[src/hdl/sbmt_pkg.sv]
// sbmt_pkg: shared constants, register codes and the per-item tracking record
// of the box separating-axis block. No dependencies.
`default_nettype none

package sbmt_pkg;

   // axis register word: x component in the upper half, y in the lower half
   localparam int AXIS_WORD_W  = 32;
   localparam int COMP_W       = 16;
   localparam int COMP_FRAC    = 14;

   // overlap is kept with 18 fraction bits, coordinates carry 4
   localparam int OV_FRAC      = 18;
   localparam int COORD_FRAC   = 4;
   localparam int PUSH_SHIFT   = OV_FRAC + COMP_FRAC - COORD_FRAC;

   // overlap limit of 1000 pixels, exact in 28 unsigned bits
   localparam int LIMIT_PIXELS = 1000;
   localparam int BEST_W       = 28;
   localparam logic [BEST_W-1:0] LIMIT_OV = BEST_W'(LIMIT_PIXELS * (2 ** OV_FRAC));

   // configuration port
   localparam int CSR_IDX_W     = 3;
   localparam int CSR_DATA_W    = 32;
   localparam int AXIS_COUNT_W  = 3;
   localparam int NUM_AXIS_REGS = 4;
   localparam int CHOSEN_W      = 2;

   typedef enum logic [CSR_IDX_W-1:0] {
      REG_AXIS_COUNT = 3'd0,
      REG_AXIS_ZERO  = 3'd1,
      REG_AXIS_ONE   = 3'd2,
      REG_AXIS_TWO   = 3'd3,
      REG_AXIS_THREE = 3'd4
   } reg_index_type;

   localparam logic [AXIS_COUNT_W-1:0] AXIS_COUNT_RESET = 3'd4;
   // (1,0), (0,1), (-1,0), (0,-1)
   localparam logic [NUM_AXIS_REGS-1:0][AXIS_WORD_W-1:0] AXIS_RESET = {
      32'h0000_C000, 32'hC000_0000, 32'h0000_4000, 32'h4000_0000
   };

   // edge positions inside one packed item; box B follows box A
   localparam int E_LEFT     = 0;
   localparam int E_RIGHT    = 1;
   localparam int E_TOP      = 2;
   localparam int E_BOTTOM   = 3;
   localparam int BOX_EDGES  = 4;
   localparam int EDGE_COUNT = 8;

   // running search state handed from cell to cell
   typedef struct packed {
      logic                   sep;   // some axis separates the boxes
      logic [BEST_W-1:0]      best;  // least overlap so far
      logic [AXIS_WORD_W-1:0] axis;  // axis word of the kept axis
   } track_type;

endpackage

`default_nettype wire

[src/hdl/sbmt_push.sv]
// sbmt_push: scales the least overlap by the kept axis, truncates toward zero
// and saturates into the output register. Depends on sbmt_pkg.
`default_nettype none

module sbmt_push #(
   parameter int COORD_BITS = 20,
   parameter int IDX_W      = 2
) (
   input  logic                           clock,
   input  logic                           reset,
   input  logic                           up_valid,
   output logic                           up_ready,
   input  sbmt_pkg::track_type            up_track,
   input  logic [IDX_W-1:0]               up_idx,
   output logic                           dn_valid,
   input  logic                           dn_ready,
   output logic signed [COORD_BITS-1:0]   push_x,
   output logic signed [COORD_BITS-1:0]   push_y,
   output logic                           collided,
   output logic [sbmt_pkg::CHOSEN_W-1:0]  chosen_axis
);

   localparam int MUL_W = sbmt_pkg::BEST_W + 1 + sbmt_pkg::COMP_W;
   localparam int Q_W   = MUL_W - sbmt_pkg::PUSH_SHIFT;
   localparam int EXT_W = (Q_W > COORD_BITS) ? Q_W : COORD_BITS;

   logic                        m_valid_ff, o_valid_ff;
   logic                        rdy_m, rdy_o;
   logic signed [MUL_W-1:0]     mx_ff, my_ff;
   logic                        m_sep_ff;
   logic [IDX_W-1:0]            m_idx_ff;
   logic signed [MUL_W-1:0]     mx_in, my_in;
   logic signed [COORD_BITS-1:0] px_in, py_in;
   logic signed [COORD_BITS-1:0] push_x_ff, push_y_ff;
   logic                         collided_ff;
   logic [sbmt_pkg::CHOSEN_W-1:0] chosen_ff;

   function automatic logic signed [COORD_BITS-1:0] trunc_sat(input logic signed [MUL_W-1:0] p);
      logic signed [MUL_W-1:0] biased;
      logic signed [Q_W-1:0]   q;
      logic signed [EXT_W-1:0] qe, hi_lim, lo_lim, r;
      // bias negatives so the shift rounds toward zero
      biased = p + (p[MUL_W-1] ? MUL_W'((MUL_W'(1) << sbmt_pkg::PUSH_SHIFT) - MUL_W'(1))
                               : MUL_W'(0));
      q      = $signed(biased[MUL_W-1:sbmt_pkg::PUSH_SHIFT]);
      qe     = EXT_W'(q);
      hi_lim = $signed({{(EXT_W-COORD_BITS+1){1'b0}}, {(COORD_BITS-1){1'b1}}});
      lo_lim = -hi_lim - EXT_W'(1);
      if (qe > hi_lim)      r = hi_lim;
      else if (qe < lo_lim) r = lo_lim;
      else                  r = qe;
      return r[COORD_BITS-1:0];
   endfunction

   assign rdy_o    = !o_valid_ff || dn_ready;
   assign rdy_m    = !m_valid_ff || rdy_o;
   assign up_ready = rdy_m;

   assign mx_in = MUL_W'($signed({1'b0, up_track.best})) *
                  MUL_W'($signed(up_track.axis[sbmt_pkg::AXIS_WORD_W-1 -: sbmt_pkg::COMP_W]));
   assign my_in = MUL_W'($signed({1'b0, up_track.best})) *
                  MUL_W'($signed(up_track.axis[sbmt_pkg::COMP_W-1:0]));

   assign px_in = trunc_sat(mx_ff);
   assign py_in = trunc_sat(my_ff);

   always_ff @(posedge clock) begin
      if (reset) begin
         m_valid_ff <= 1'b0;
         o_valid_ff <= 1'b0;
      end else begin
         if (rdy_m) m_valid_ff <= up_valid;
         if (rdy_o) o_valid_ff <= m_valid_ff;
      end
   end

   always_ff @(posedge clock) begin
      if (rdy_m && up_valid) begin
         mx_ff    <= mx_in;
         my_ff    <= my_in;
         m_sep_ff <= up_track.sep;
         m_idx_ff <= up_idx;
      end
      if (rdy_o && m_valid_ff) begin
         // separated boxes give a zero result
         push_x_ff   <= m_sep_ff ? '0 : px_in;
         push_y_ff   <= m_sep_ff ? '0 : py_in;
         collided_ff <= !m_sep_ff;
         chosen_ff   <= m_sep_ff ? '0 : sbmt_pkg::CHOSEN_W'(m_idx_ff);
      end
   end

   assign dn_valid    = o_valid_ff;
   assign push_x      = push_x_ff;
   assign push_y      = push_y_ff;
   assign collided    = collided_ff;
   assign chosen_axis = chosen_ff;

endmodule

`default_nettype wire
[config.mk]
export PLATFORM = sky130hd
export DESIGN_NAME = sbmt_push
export DESIGN_NICKNAME = d
export VERILOG_FILES = /design/src/hdl/sbmt_pkg.sv /design/src/hdl/sbmt_push.sv
export SDC_FILE = /design/constraint.sdc
export NUM_CORES = 2
export LEC_CHECK = 0
export BUFFER_PORTS_ARGS = -buffer_cell sky130_fd_sc_hd__buf_2
export CAP_MARGIN = 20
export CORE_MARGIN = 3
export CORE_UTILIZATION = 40
export CTS_CLUSTER_SIZE = 30
export DETAILED_ROUTE_END_ITERATION = 16
export PLACE_DENSITY = 0.51
export SYNTH_ARGS = -nofsm -noshare
export SYNTH_HDL_FRONTEND = slang
export SYNTH_SLANG_ARGS = --single-unit
[constraint.sdc]
create_clock -name clock -period 10.9 [get_ports clock]
set_clock_uncertainty 0.1 [all_clocks]
set_input_delay 0.545 -clock clock [delete_from_list [all_inputs] [get_ports clock]]
set_output_delay 0.545 -clock clock [all_outputs]
set_load 0.02 [all_outputs]
==> metrics.cfg <==
[outcome]
status=finished clean

[synthesis]
ys_types=75
synth_compound_area_share_pct=6.028
post-synth-top-area-cell=fa_1
synth_ff_type=edfxtp_1
synth_edf_count=130
synthSimpleGateAreaFrac_pct=16.00
synthTopCellsByArea=fa_1 (40%), ha_1 (12%), edfxtp_1 (11%), inv_1 (9.5%), and2_1 (6.7%)
synthAdderAreaFrac_pct=52.57
synth_xor_area_share_pct=2.593
syn_inst=3918
synthArstFlopShare_pct=0
avgSynthCellArea_um2=9.138
synth_mux_area_share_pct=0
yosysWarnings=0
synth-seq-cells=132
syn_area_mm2=0.03580
synth_top_area_share_pct=40.48
synth_top_family_by_area=adder cells
syn_nets=5055
seq_area_frac_synth_pct=11.01

[finish]
seqCellArea_mm2=0.003944
layout_commonest_cell=inv_1
multiInputGateArea_mm2=0.02765
fill_cells=8915
final_cell_count_no_fill=5033
layout_common_cells=inv_1 (903), fa_1 (724), nand2_1 (535)
syn2layout_area_growth_pct=5.322
drive_above_1_share_pct=4.917
fin_nets=4988

[sta]
max_freq_mhz=143.7
setup_violations=0
slew_violations=0
fin_crit_ps=6959
finalHoldViolCount=0
worst_slack_ps=3941
min_period_over_period_pct=63.85
grt_setup_unrepaired=false
worstMarginPinSlew_ps=872.2
slew_headroom_pct=41.79
setup_tns_ps=0

[critical_path]
critPathMaxFanout=32
r2r-start=my_ff[44]
crit_required_ps=11030
endpoint=my_ff[37]
path_class=input pin to flip-flop
cp-start-kind=input pin
crit_path_end_kind=flip-flop
r2r_slack_ps=7190
reg2reg_depth=9
crit_start=up_track[45]
cp.arrival_ps=7090
reg2reg_to=push_y[17]

[hold_path]
hold_class=input pin to flip-flop

[clocking]
cts_tree=yes
cts.sinks=132
clockBufferDepth=2
cts.repair.resized=0
cts-root-buf=clkbuf_16
clkTransAtPathRegs_ps=80
insertion_delay_ps=490
post_cts.repair.setup_buffers=0
cts_hold_buf=0
cts-buffers-inserted=17
cts_max_level=4

[placed_design]
io_buffers=111
place_inst=4997
dpl.hpwl_um=67230
gp_congestion=0.8086
place_ws_ps=3474

[floorplan]
die_area_mm2=0.09314
core_area_mm2=0.08851
initial_core_util_pct=40.45
top_level_ports=112
dieWidth_um=305.2
row_count=109
fp.dieH_um=305.2

[global_routing]
grt_pass1_wl_um=145700
grt_start_max_net_pins=49
grt_usage_pct=19.67
grt_remaining_overflow=0
grt_pass1_vias=27490
antenna_found_initial=9

[detailed_routing]
dr.pass1.iters=5
detail_route.vias_per_cell=4.985
num_vias=25090
first_iter_violations=1098
wirelength_um=86620
routedWlPerCell_um=17.21
drc_errors=0
drt.antenna.violating_nets=0

[job]
drv_cap=0

-- layout make-up --
type                            instances  area share [%]
Antenna cell                            4         0.02654
Multi-Input combinational cell       2675           73.32
Sequential cell                       132           10.46
Clock inverter                         14          0.5110
Tap cell                             1165           3.865
Timing Repair Buffer                  122           1.692
Inverter                              903           8.988
Clock buffer                           18           1.138
-- worst min path at each step --
stage | depth (start not counted) | start | to | slack (ps)
global route | 1 | up_idx[0] | m_idx_ff[0] | 100
CTS | 2 | reset | m_valid_ff | 90
global placement | 2 | m_valid_ff | dn_valid | 410
floorplan | 2 | m_valid_ff | dn_valid | 380
detailed placement | 2 | m_valid_ff | dn_valid | 410
finish | 1 | up_idx[0] | m_idx_ff[0] | 130
-- synthesized netlist by cell type, types with 5 or more instances --
library cell	instances
a21o_1	55
a21oi_1	104
a31o_2	6
a31oi_1	10
and2_1	385
and3_1	20
and4_1	5
buf_1	8
buf_2	8
buf_4	8
clkbuf_1	180
edfxtp_1	130
fa_1	724
ha_1	346
inv_1	903
nand2_1	535
nand2b_1	21
nand3_1	31
nand4_1	25
nor2_1	109
nor2b_1	10
nor3_1	19
o211ai_1	10
o21a_1	12
o21ai_0	41
o21ai_1	12
o21bai_1	14
o31ai_1	5
or3_1	9
xnor2_1	70
xor2_1	36
-- layer usage --
metal  part of all wire, %  track usage, %
met4                   1.9           4.799
met5                 0.023               0
met3                   3.2           2.099
met1                    45           26.65
met2                    49           33.97
-- stage by stage --
stage               util (%)  area [um^2]  hold slack [ps]
detailed placement     41.89        37080            407.2
finish                 42.60        37710            127.5
global placement       41.89        37080            407.7
global route           42.59        37700            104.3
floorplan                  -        35800            377.8
CTS                    42.59        37700            87.10
-- kinds of logic (layout without fill, tap and decap cells) --
logic type	count (synthesis)	after routing
other cells	0	4
fa+ha+maj	1070	1070
simple gates	1180	1180
flops	132	132
xor+xnor	106	106
compound gates	319	319
buf+inv	1111	1057
-- flip-flops by register name (all words and copies together) (netlist names) --
name         count
collided         1
dn_valid         1
push_x          17
my_ff           45
chosen_axis      2
push_y          17
m_idx_ff         2
m_sep_ff         1
m_valid_ff       1
mx_ff           45
-- worst max-delay path: stages --
cell and delay (ps):
buf_2 610, nand2_1 180, fa_1 550, fa_1 530
fa_1 550, inv_1 60, fa_1 480, fa_1 490
inv_1 50, fa_1 470, inv_1 40, ha_1 360
a21oi_2 250, inv_1 90, a221o_1 390, a221oi_2 400
o211ai_2 200, a311oi_2 370, o31a_2 220, o21ai_2 60
xor2_1 150
Power is not shown: default switching activity piles up to over one toggle a cycle in this logic, so the estimate is an artifact.
